==> config.mk <==
export PLATFORM = sky130hd
export DESIGN_NAME = pivot_list_to_permutation_unit_flat
export DESIGN_NICKNAME = d
export VERILOG_FILES = /design/src/hdl/plu_pkg.sv /design/src/hdl/plu_pivot_if.sv /design/src/hdl/plu_result_if.sv /design/src/hdl/plu_cfg_if.sv /design/src/hdl/pivot_list_to_permutation_unit.sv /design/src/hdl/plu_ram.sv /design/src/hdl/plu_front.sv /design/src/hdl/plu_job_fifo.sv /design/src/hdl/plu_back.sv /design/src/flat_wrapper.sv
export SDC_FILE = /design/constraint.sdc
export NUM_CORES = 1
export LEC_CHECK = 0
export ABC_AREA = 1
export ABC_CLOCK_PERIOD_IN_PS = 11200
export BUFFER_PORTS_ARGS = -buffer_cell sky130_fd_sc_hd__buf_2
export CORE_MARGIN = 10
export CORE_UTILIZATION = 65
export DETAILED_ROUTE_END_ITERATION = 8
export GPL_TIMING_DRIVEN = 0
export PLACE_DENSITY = 0.9
export SETUP_SLACK_MARGIN = 0.4
export SYNTH_ARGS = -nofsm -noshare
export SYNTH_HDL_FRONTEND = slang
export SYNTH_SLANG_ARGS = --single-unit
==> constraint.sdc <==
create_clock -name clk_i -period 11.2 [get_ports clk_i]
set_input_delay 2.24 -clock clk_i [delete_from_list [all_inputs] [get_ports clk_i]]
set_output_delay 2.24 -clock clk_i [all_outputs]
set_load 0.01 [all_outputs]
==> src/hdl/plu_pkg.sv <==
`timescale 1ns / 1ps
// ----------------------------------------------------------------------------
// plu_pkg
// Shared constants, types and codes of the pivot list to permutation unit.
// ----------------------------------------------------------------------------
package plu_pkg;

  localparam int MAX_ORDER  = 32;
  localparam int ORD_W      = 7;
  localparam int ROW_W      = 6;
  localparam int SING_W     = 7;
  localparam int CNT_W      = $clog2(MAX_ORDER + 1);
  localparam int IDX_W      = (MAX_ORDER > 1) ? $clog2(MAX_ORDER) : 1;
  localparam int ADDR_W     = IDX_W + 1;
  localparam int RAM_DEPTH  = 2 * MAX_ORDER;

  localparam int CFG_IDX_W  = 2;
  localparam int CFG_DATA_W = 7;

  localparam logic [CFG_IDX_W-1:0] CFG_MATRIX_ORDER = 2'd0;
  localparam logic [CFG_IDX_W-1:0] CFG_INFO_ENABLE  = 2'd1;

  localparam int JOBQ_DEPTH = 2;
  localparam int JOBQ_CNT_W = 2;

  typedef struct packed {
    logic             bank;
    logic [CNT_W-1:0] order;
    logic [CNT_W-1:0] loaded;
    logic [CNT_W-1:0] first_zero;
    logic             fault;
  } job_t;

  typedef enum logic [2:0] {
    ST_IDLE = 3'b001,
    ST_WALK = 3'b010,
    ST_EMIT = 3'b100
  } back_state_e;

endpackage

==> src/hdl/plu_pivot_if.sv <==
`timescale 1ns / 1ps
// ----------------------------------------------------------------------------
// plu_pivot_if
// Pivot channel: one beat per matrix row.
// ----------------------------------------------------------------------------
interface plu_pivot_if;
  logic       valid;
  logic       ready;
  logic [6:0] pivot_row;
  logic       diag_is_zero;
  logic       last_row;

  modport source (output valid, pivot_row, diag_is_zero, last_row, input ready);
  modport sink   (input valid, pivot_row, diag_is_zero, last_row, output ready);
endinterface

==> src/hdl/plu_result_if.sv <==
`timescale 1ns / 1ps
// ----------------------------------------------------------------------------
// plu_result_if
// Result channel: one beat per permutation matrix row.
// ----------------------------------------------------------------------------
interface plu_result_if;
  logic       valid;
  logic       ready;
  logic [5:0] row_index;
  logic [5:0] one_column;
  logic [6:0] singular_index;
  logic       bad_pivot;
  logic       last_result;

  modport source (output valid, row_index, one_column, singular_index, bad_pivot,
                  last_result, input ready);
  modport sink   (input valid, row_index, one_column, singular_index, bad_pivot,
                  last_result, output ready);
endinterface

==> src/hdl/plu_cfg_if.sv <==
`timescale 1ns / 1ps
// ----------------------------------------------------------------------------
// plu_cfg_if
// Register write channel.
// ----------------------------------------------------------------------------
interface plu_cfg_if;
  logic       valid;
  logic       ready;
  logic [1:0] reg_index;
  logic [6:0] wr_data;

  modport source (output valid, reg_index, wr_data, input ready);
  modport sink   (input valid, reg_index, wr_data, output ready);
endinterface

==> src/hdl/pivot_list_to_permutation_unit.sv <==
`timescale 1ns / 1ps
// ----------------------------------------------------------------------------
// pivot_list_to_permutation_unit
// Turns the 1-based pivot list of one LU factor into the 0-based column of
// the one in each row of the permutation matrix.
//
// Channels: pivot_i takes one beat per row (pivot, zero-diagonal flag, last
// mark); result_o gives one beat per row once the last-marked beat is in;
// cfg_i writes matrix_order (index 0) and info_enable (index 1), always ready.
// Pivots go into one of two store banks, so a second matrix can load while
// the first is still being walked; pivot_i stalls only while two loaded
// matrices are waiting or in progress.
// Each result reads the store once per interchange (registered read), then
// registers the beat; the walker returns to idle after each matrix and
// picks up the next one there. Loading takes one pivot beat per cycle
// while pivot_i is not stalled.
// Reset: registers return to order 1 with info reporting on, queue empty.
// A stalled receiver holds the current beat and pauses the walker.
// ----------------------------------------------------------------------------
module pivot_list_to_permutation_unit import plu_pkg::*; (
  input  logic         clk_i,
  input  logic         rst_ni,
  plu_pivot_if.sink    pivot_i,
  plu_cfg_if.sink      cfg_i,
  plu_result_if.source result_o
);

  logic              push, pop, full, job_valid;
  job_t              job_in, job_head;
  logic              we, re;
  logic [ADDR_W-1:0] waddr, raddr;
  logic [IDX_W-1:0]  wdata, rdata;

  plu_front u_front (
    .clk_i   (clk_i),
    .rst_ni  (rst_ni),
    .pivot_i (pivot_i),
    .cfg_i   (cfg_i),
    .full_i  (full),
    .push_o  (push),
    .job_o   (job_in),
    .we_o    (we),
    .waddr_o (waddr),
    .wdata_o (wdata)
  );

  plu_ram #(
    .WIDTH (IDX_W),
    .DEPTH (RAM_DEPTH)
  ) u_store (
    .clk_i   (clk_i),
    .we_i    (we),
    .waddr_i (waddr),
    .wdata_i (wdata),
    .re_i    (re),
    .raddr_i (raddr),
    .rdata_o (rdata)
  );

  plu_job_fifo u_jobq (
    .clk_i   (clk_i),
    .rst_ni  (rst_ni),
    .push_i  (push),
    .job_i   (job_in),
    .pop_i   (pop),
    .full_o  (full),
    .valid_o (job_valid),
    .head_o  (job_head)
  );

  plu_back u_back (
    .clk_i       (clk_i),
    .rst_ni      (rst_ni),
    .job_valid_i (job_valid),
    .job_i       (job_head),
    .pop_o       (pop),
    .re_o        (re),
    .raddr_o     (raddr),
    .rdata_i     (rdata),
    .result_o    (result_o)
  );

endmodule

==> src/hdl/plu_ram.sv <==
`timescale 1ns / 1ps
// ----------------------------------------------------------------------------
// plu_ram
// Simple dual-port RAM, one write and one registered read port.
// ----------------------------------------------------------------------------
module plu_ram #(
  parameter int WIDTH = 8,
  parameter int DEPTH = 16
) (
  input  logic                     clk_i,
  input  logic                     we_i,
  input  logic [$clog2(DEPTH)-1:0] waddr_i,
  input  logic [WIDTH-1:0]         wdata_i,
  input  logic                     re_i,
  input  logic [$clog2(DEPTH)-1:0] raddr_i,
  output logic [WIDTH-1:0]         rdata_o
);

  logic [WIDTH-1:0] mem_q [DEPTH];

  always_ff @(posedge clk_i) begin
    if (we_i) begin
      mem_q[waddr_i] <= wdata_i;
    end
    if (re_i) begin
      rdata_o <= mem_q[raddr_i];
    end
  end

endmodule

==> src/hdl/plu_front.sv <==
`timescale 1ns / 1ps
// ----------------------------------------------------------------------------
// plu_front
// Register file and pivot loader: checks pivots, fills one store bank and
// hands a finished matrix to the job queue.
// ----------------------------------------------------------------------------
module plu_front import plu_pkg::*; (
  input  logic              clk_i,
  input  logic              rst_ni,
  plu_pivot_if.sink         pivot_i,
  plu_cfg_if.sink           cfg_i,
  input  logic              full_i,
  output logic              push_o,
  output job_t              job_o,
  output logic              we_o,
  output logic [ADDR_W-1:0] waddr_o,
  output logic [IDX_W-1:0]  wdata_o
);

  logic [ORD_W-1:0] order_q, order_d;
  logic             info_en_q, info_en_d;
  logic [CNT_W-1:0] cnt_q, cnt_d, cnt_new;
  logic [CNT_W-1:0] fz_q, fz_d, fz_new;
  logic             fault_q, fault_d, fault_new;
  logic             bank_q, bank_d;
  logic [CNT_W-1:0] n;
  logic             accept, room, prow_ok;

  assign cfg_i.ready   = 1'b1;
  assign pivot_i.ready = !full_i;
  assign accept        = pivot_i.valid && pivot_i.ready;

  always_comb begin
    if (order_q == '0) begin
      n = CNT_W'(1);
    end else if (order_q > ORD_W'(MAX_ORDER)) begin
      n = CNT_W'(MAX_ORDER);
    end else begin
      n = order_q[CNT_W-1:0];
    end
  end

  assign room    = cnt_q < n;
  assign prow_ok = (pivot_i.pivot_row != '0) && (pivot_i.pivot_row <= ORD_W'(n));

  assign we_o    = accept && room;
  assign waddr_o = {bank_q, cnt_q[IDX_W-1:0]};
  assign wdata_o = prow_ok ? IDX_W'(pivot_i.pivot_row - ORD_W'(1)) : cnt_q[IDX_W-1:0];

  assign cnt_new   = room ? cnt_q + CNT_W'(1) : cnt_q;
  assign fault_new = fault_q | (room & !prow_ok);
  assign fz_new    = (room && pivot_i.diag_is_zero && fz_q == '0) ? cnt_q + CNT_W'(1) : fz_q;

  assign push_o           = accept && pivot_i.last_row;
  assign job_o.bank       = bank_q;
  assign job_o.order      = n;
  assign job_o.loaded     = cnt_new;
  assign job_o.first_zero = info_en_q ? fz_new : '0;
  assign job_o.fault      = fault_new;

  always_comb begin
    order_d   = order_q;
    info_en_d = info_en_q;
    cnt_d     = cnt_q;
    fz_d      = fz_q;
    fault_d   = fault_q;
    bank_d    = bank_q;
    if (cfg_i.valid) begin
      case (cfg_i.reg_index)
        CFG_MATRIX_ORDER: order_d   = cfg_i.wr_data;
        CFG_INFO_ENABLE:  info_en_d = cfg_i.wr_data[0];
        default: ;
      endcase
    end
    if (accept) begin
      if (pivot_i.last_row) begin
        cnt_d   = '0;
        fz_d    = '0;
        fault_d = 1'b0;
        bank_d  = !bank_q;
      end else begin
        cnt_d   = cnt_new;
        fz_d    = fz_new;
        fault_d = fault_new;
      end
    end
  end

  always_ff @(posedge clk_i or negedge rst_ni) begin
    if (!rst_ni) begin
      order_q   <= ORD_W'(1);
      info_en_q <= 1'b1;
      cnt_q     <= '0;
      fz_q      <= '0;
      fault_q   <= 1'b0;
      bank_q    <= 1'b0;
    end else begin
      order_q   <= order_d;
      info_en_q <= info_en_d;
      cnt_q     <= cnt_d;
      fz_q      <= fz_d;
      fault_q   <= fault_d;
      bank_q    <= bank_d;
    end
  end

endmodule

==> src/hdl/plu_job_fifo.sv <==
`timescale 1ns / 1ps
// ----------------------------------------------------------------------------
// plu_job_fifo
// Two-entry queue of loaded matrices; an entry is held until its last
// result beat is registered, so it also tracks which store banks are in use.
// ----------------------------------------------------------------------------
module plu_job_fifo import plu_pkg::*; (
  input  logic clk_i,
  input  logic rst_ni,
  input  logic push_i,
  input  job_t job_i,
  input  logic pop_i,
  output logic full_o,
  output logic valid_o,
  output job_t head_o
);

  job_t                  entry_q [JOBQ_DEPTH];
  logic                  wr_ptr_q, rd_ptr_q;
  logic [JOBQ_CNT_W-1:0] count_q;

  assign full_o  = count_q == JOBQ_CNT_W'(JOBQ_DEPTH);
  assign valid_o = count_q != '0;
  assign head_o  = entry_q[rd_ptr_q];

  always_ff @(posedge clk_i) begin
    if (push_i) begin
      entry_q[wr_ptr_q] <= job_i;
    end
  end

  always_ff @(posedge clk_i or negedge rst_ni) begin
    if (!rst_ni) begin
      wr_ptr_q <= 1'b0;
      rd_ptr_q <= 1'b0;
      count_q  <= '0;
    end else begin
      if (push_i) begin
        wr_ptr_q <= !wr_ptr_q;
      end
      if (pop_i) begin
        rd_ptr_q <= !rd_ptr_q;
      end
      case ({push_i, pop_i})
        2'b10:   count_q <= count_q + JOBQ_CNT_W'(1);
        2'b01:   count_q <= count_q - JOBQ_CNT_W'(1);
        default: count_q <= count_q;
      endcase
    end
  end

endmodule

==> src/hdl/plu_back.sv <==
`timescale 1ns / 1ps
// ----------------------------------------------------------------------------
// plu_back
// Permutation walker: for each row, sends the index back through the stored
// interchanges one per cycle and registers the result beat.
// ----------------------------------------------------------------------------
module plu_back import plu_pkg::*; (
  input  logic              clk_i,
  input  logic              rst_ni,
  input  logic              job_valid_i,
  input  job_t              job_i,
  output logic              pop_o,
  output logic              re_o,
  output logic [ADDR_W-1:0] raddr_o,
  input  logic [IDX_W-1:0]  rdata_i,
  plu_result_if.source      result_o
);

  back_state_e      state_q, state_d;
  logic [IDX_W-1:0] i_q, i_d, k_q, k_d, kp_q, kp_d, r_q, r_d;
  logic             issue_q, issue_d, pend_q, pend_d;
  logic             out_valid_q, out_valid_d, load_out;
  logic [ROW_W-1:0] row_q, col_q;
  logic [SING_W-1:0] sing_q;
  logic             fault_q, last_q;
  logic [IDX_W-1:0] nm1, p, r_next;

  assign nm1     = IDX_W'(job_i.order - CNT_W'(1));
  assign p       = (CNT_W'(kp_q) < job_i.loaded) ? rdata_i : kp_q;
  assign r_next  = (r_q == kp_q) ? p : ((r_q == p) ? kp_q : r_q);
  assign raddr_o = {job_i.bank, k_q};

  always_comb begin
    state_d     = state_q;
    i_d         = i_q;
    k_d         = k_q;
    kp_d        = kp_q;
    r_d         = r_q;
    issue_d     = issue_q;
    pend_d      = pend_q;
    out_valid_d = out_valid_q;
    load_out    = 1'b0;
    re_o        = 1'b0;
    pop_o       = 1'b0;
    if (out_valid_q && result_o.ready) begin
      out_valid_d = 1'b0;
    end
    case (state_q)
      ST_IDLE: begin
        if (job_valid_i) begin
          i_d     = '0;
          r_d     = '0;
          k_d     = nm1;
          issue_d = 1'b1;
          pend_d  = 1'b0;
          state_d = ST_WALK;
        end
      end
      ST_WALK: begin
        pend_d = issue_q;
        if (issue_q) begin
          re_o = 1'b1;
          kp_d = k_q;
          if (k_q == '0) begin
            issue_d = 1'b0;
          end else begin
            k_d = k_q - IDX_W'(1);
          end
        end
        if (pend_q) begin
          r_d = r_next;
          if (kp_q == '0) begin
            state_d = ST_EMIT;
          end
        end
      end
      ST_EMIT: begin
        if (!out_valid_q || result_o.ready) begin
          load_out    = 1'b1;
          out_valid_d = 1'b1;
          if (i_q == nm1) begin
            pop_o   = 1'b1;
            state_d = ST_IDLE;
          end else begin
            i_d     = i_q + IDX_W'(1);
            r_d     = i_q + IDX_W'(1);
            k_d     = nm1;
            issue_d = 1'b1;
            pend_d  = 1'b0;
            state_d = ST_WALK;
          end
        end
      end
      default: state_d = ST_IDLE;
    endcase
  end

  always_ff @(posedge clk_i or negedge rst_ni) begin
    if (!rst_ni) begin
      state_q     <= ST_IDLE;
      issue_q     <= 1'b0;
      pend_q      <= 1'b0;
      out_valid_q <= 1'b0;
    end else begin
      state_q     <= state_d;
      issue_q     <= issue_d;
      pend_q      <= pend_d;
      out_valid_q <= out_valid_d;
    end
  end

  always_ff @(posedge clk_i) begin
    i_q  <= i_d;
    k_q  <= k_d;
    kp_q <= kp_d;
    r_q  <= r_d;
    if (load_out) begin
      row_q   <= ROW_W'(i_q);
      col_q   <= ROW_W'(r_q);
      sing_q  <= SING_W'(job_i.first_zero);
      fault_q <= job_i.fault;
      last_q  <= i_q == nm1;
    end
  end

  assign result_o.valid          = out_valid_q;
  assign result_o.row_index      = row_q;
  assign result_o.one_column     = col_q;
  assign result_o.singular_index = sing_q;
  assign result_o.bad_pivot      = fault_q;
  assign result_o.last_result    = last_q;

endmodule

==> src/flat_wrapper.sv <==
// flat-port wrapper written by rule: the top's interface ports become plain ports
module pivot_list_to_permutation_unit_flat import plu_pkg::*;
  (clk_i, rst_ni, pivot_i_valid, pivot_i_pivot_row, pivot_i_diag_is_zero, pivot_i_last_row, pivot_i_ready, cfg_i_valid, cfg_i_reg_index, cfg_i_wr_data, cfg_i_ready, result_o_valid, result_o_row_index, result_o_one_column, result_o_singular_index, result_o_bad_pivot, result_o_last_result, result_o_ready);
  plu_pivot_if pivot_i_i ();
  plu_cfg_if cfg_i_i ();
  plu_result_if result_o_i ();
  input  logic clk_i;
  input  logic rst_ni;
  input wire logic [$bits(pivot_i_i.valid)-1:0] pivot_i_valid;
  input wire logic [$bits(pivot_i_i.pivot_row)-1:0] pivot_i_pivot_row;
  input wire logic [$bits(pivot_i_i.diag_is_zero)-1:0] pivot_i_diag_is_zero;
  input wire logic [$bits(pivot_i_i.last_row)-1:0] pivot_i_last_row;
  output wire logic [$bits(pivot_i_i.ready)-1:0] pivot_i_ready;
  input wire logic [$bits(cfg_i_i.valid)-1:0] cfg_i_valid;
  input wire logic [$bits(cfg_i_i.reg_index)-1:0] cfg_i_reg_index;
  input wire logic [$bits(cfg_i_i.wr_data)-1:0] cfg_i_wr_data;
  output wire logic [$bits(cfg_i_i.ready)-1:0] cfg_i_ready;
  output wire logic [$bits(result_o_i.valid)-1:0] result_o_valid;
  output wire logic [$bits(result_o_i.row_index)-1:0] result_o_row_index;
  output wire logic [$bits(result_o_i.one_column)-1:0] result_o_one_column;
  output wire logic [$bits(result_o_i.singular_index)-1:0] result_o_singular_index;
  output wire logic [$bits(result_o_i.bad_pivot)-1:0] result_o_bad_pivot;
  output wire logic [$bits(result_o_i.last_result)-1:0] result_o_last_result;
  input wire logic [$bits(result_o_i.ready)-1:0] result_o_ready;
  assign pivot_i_i.valid = pivot_i_valid;
  assign pivot_i_i.pivot_row = pivot_i_pivot_row;
  assign pivot_i_i.diag_is_zero = pivot_i_diag_is_zero;
  assign pivot_i_i.last_row = pivot_i_last_row;
  assign pivot_i_ready = pivot_i_i.ready;
  assign cfg_i_i.valid = cfg_i_valid;
  assign cfg_i_i.reg_index = cfg_i_reg_index;
  assign cfg_i_i.wr_data = cfg_i_wr_data;
  assign cfg_i_ready = cfg_i_i.ready;
  assign result_o_valid = result_o_i.valid;
  assign result_o_row_index = result_o_i.row_index;
  assign result_o_one_column = result_o_i.one_column;
  assign result_o_singular_index = result_o_i.singular_index;
  assign result_o_bad_pivot = result_o_i.bad_pivot;
  assign result_o_last_result = result_o_i.last_result;
  assign result_o_i.ready = result_o_ready;
  pivot_list_to_permutation_unit u_core (.clk_i(clk_i), .rst_ni(rst_ni), .pivot_i(pivot_i_i), .cfg_i(cfg_i_i), .result_o(result_o_i));
endmodule
==> impl_metrics.csv <==
group,metric,value,unit
outcome,status,"finished, final reports clean",
sta,fin_crit_sh,40.9,%
clock_tree,clkLatencyLatePin,570,ps
power,switching_share,40.6,%
final_layout,fin_util,74.0,%
power,seq_power_share,38.0,%
power,p_leak,7.35,nW
power,combPwrFrac,38.0,%
logic_synthesis,synth_cell_types,50,
floorplanning,die_area,35500,um2
logic_synthesis,synth_cells,1554,
clock_tree,cts-root-buf,"clkbuf_16",
placed_design,placed_cells,1982,
power,ir_drop,168,uV
floorplanning,fp.coreArea,27900,um2
logic_synthesis,synth_top_cell_area_share,65.4,%
drt,drt_first_pass_iters,7,
critical_path,worst_setup_path_start_kind,"input pin",
global_routing,antenna_found_initial,0,
sta,skew,18.7,ps
sta,finalHoldViolations,0,
power,pwr_density_cell,276,nW/um2
worst_hold_path,hp-class,"register to register",
final_layout,seqCellArea,12800,um2
drt,drt_iter0_drc,2510,
final_layout,design_area,20600,um2
drt,drc,0,
logic_synthesis,ys_ff_latch,433,
floorplanning,die_h,188,um
placed_design,placement.cell_area,19300,um2
final_layout,nNetsFinal,1694,
clock_tree,cts_resized,0,
clock_tree,cts_setup_buffers,0,
final_layout,stdcell_count,2055,
power,power.total,5.68,mW
sta,rsz0062_at_grt,"no",
drt,vias,13747,
final_layout,multi_input_area,5010,um2
clock_tree,cts_num_sinks,433,
final_layout,num_antenna_cells,0,
critical_path,max_stage_delay,910,ps
sta,slew_headroom,19.7,%
power,power_switching,2.31,mW
clock_tree,tritoncts,"done",
final_layout,fillers,1730,
clock_tree,cts_buffer_depth,3,
sta,tightest_slew,1200,ps
final_layout,drive_above_1_share,9.42,%
logic_synthesis,netlist_area,18400,um2
critical_path,arrival,4970,ps
placed_design,place_congestion,1.03,
clock_tree,ctsHoldBuffers,0,
clock_tree,htree_levels,2,
sta,tns,0,ps
drt,routedWlPerCell,25.3,um
critical_path,cp_max_fo,33,
clock_tree,cts-buffers-inserted,42,
job,max_cap_violations,0,
floorplanning,row_count,61,
drt,route.antenna.remaining_nets,0,
sta,drv_slew,0,
power,p_int,3.37,mW
logic_synthesis,yosysWarnings,0,
sta,setup_viol,0,
critical_path,cp_common_cell,"a21oi_1",
sta,fmax,218,MHz
final_layout,final_common_cell,"edfxtp_1",
floorplanning,io_pins,47,
global_routing,grt_pass1_wl,78.3,mm
drt,vias_per_cell,6.69,
critical_path,cp_slowest_cell,"o21ai_4",
critical_path,cp_cell_sequence,"buf_2 -> ha_1 -> a21oi_1 -> o21ai_0 -> a21oi_1 -> o21ai_0 -> a21oi_1 -> nand2_1 -> clkbuf_1 -> o21ai_4 -> buf_16",
critical_path,required,11590,ps
placed_design,dp_hpwl,34.9,mm
logic_synthesis,ys_seq_area_share,69.8,%
clock_tree,clk_pin_slew,60,ps
global_routing,overflow,0,
logic_synthesis,synth_area_leaders,"edfxtp_1 (65%), nor2_1 (5.3%), o21ai_0 (4.9%)",
critical_path,crit_path_end_kind,"register",
logic_synthesis,synth_area_per_cell,11.8,um2
critical_path,crit_type,"input pin to register",
final_layout,layout.cells.most_common_list,"edfxtp_1 (401), nor2_1 (259), nand2_1 (188)",
global_routing,grt_max_degree,44,
drt,wl,52.1,mm
sta,fin_crit,4580,ps
floorplanning,die_x,188,um
logic_synthesis,yosys.area.top_type,"edfxtp_1",
floorplanning,initial_core_util,66.1,%
placed_design,placement.io_buffers,42,
global_routing,grt_pass1_vias,13416,
power,clkPwrFrac,24.1,%
final_layout,area_delta_synth_final,11.9,%
global_routing,groute.usage.overall,28.7,%
==> power groups by stage <==
| stage | logic (mW) | registers (mW) | clock network (mW) |
|---|---|---|---|
| detailed placement | 2.00 | 2.19 | 0 |
| floorplan | 1.22 | 2.17 | 0 |
| global route | 2.26 | 2.17 | 1.43 |
| finish | 2.16 | 2.16 | 1.37 |
| CTS | 2.04 | 2.16 | 1.36 |
| global placement | 1.89 | 2.22 | 0 |
==> Yosys cell counts (all sizes together) <==
library cell and number:
edfxtp 401, nor2 265, nand2 197, o21ai 186, nand3 79, inv 76, clkbuf 67, o22ai 51
a21oi 43, o221ai 33, dfrtp 29, ha 23, xor2 14, buf 12, nand4 10, o211ai 10
xnor2 9, nand3b 7, nor3 7, mux2i 6, or2 6, mux2 5, a211o 3, and2 3
dfstp 3, conb 2, a211oi 1, a21boi 1, clkinv 1, nor4 1, o21a 1, o21bai 1
o31ai 1
==> logic make-up after synthesis <==
family	Yosys count	synth area share (%)
buf+inv	156	3.38
xor+xnor	23	1.13
fa+ha+maj	23	1.56
mux	11	0.632
flops	433	69.8
other cells	2	0.0408
compound gates	331	10.4
simple gates	575	13.1
==> metrics by stage <==
stage	hold WS, ps	setup slack (ps)
final	460	6620
after global routing	472	6410
after CTS	461	6670
after detailed placement	447	6140
after global placement	434	1150
after floorplan	421	4670
==> path summary, 6_finish.rpt <==
path,from,end,slack (ps),cells past startpoint
setup / recovery,pivot_i_pivot_row[2],u_core.u_store.mem_q[54][2]$_DFFE_PP_,6620,11
setup reg to reg,u_core.u_front.order_q[6]$_DFFE_PN0P_,u_core.u_store.mem_q[40][3]$_DFFE_PP_,7120,11
hold / removal,u_core.u_back.k_q[1]$_DFFE_PP_,u_core.u_back.kp_q[1]$_DFFE_PP_,460,0
hold reg to reg,u_core.u_back.k_q[1]$_DFFE_PP_,u_core.u_back.kp_q[1]$_DFFE_PP_,460,0
max in group asynchronous,rst_ni,u_core.u_front.bank_q$_DFFE_PN0P_,8930,1
min in group asynchronous,rst_ni,u_core.u_back.result_o.valid$_DFF_PN0_,1760,1
==> layer usage <==
layer | vias to the layer above | GRT usage, % | share of wire, %
met4 | 0 | 14.2 | 6.0
met1 | 6540 | 36.9 | 35
met3 | 264 | 8.23 | 14
met5 | - | 0 | 0
li1 | 5782 | - | -
met2 | 1161 | 44.2 | 45
==> registers in the layout, summed over array words and instances (netlist names), 5 cells and up <==
name and count:
u_core.u_store.mem_q 320, u_core.u_jobq.entry_q 38, u_core.u_front.order_q 7, u_core.u_back.result_o.singular_index 6, u_core.u_front.cnt_q 6, u_core.u_front.fz_q 6, u_core.u_back.i_q 5, u_core.u_back.k_q 5
u_core.u_back.kp_q 5, u_core.u_back.r_q 5, u_core.u_back.result_o.one_column 5, u_core.u_back.result_o.row_index 5, u_core.u_store.rdata_o 5
==> critical path, delay by kind of cell <==
family | cells | cell delay [ps]
buffers and inverters | 3 | 750
adders and majority gates | 1 | 340
AOI/OAI and AO/OA | 6 | 1500
and+or+nand+nor | 1 | 110
==> area by class of cell <==
cell class                 instances  share of cell area, %
buffer                            79                   1.62
clock buffer                      48                   5.21
clock inverter                    25                   1.16
inverter                          77                   1.40
multi-input combinational        967                   24.3
sequential                       433                   62.4
tap                              378                   2.30
timing repair buffer              48                   1.63
Note: power is estimated with default switching activity, not from simulation.
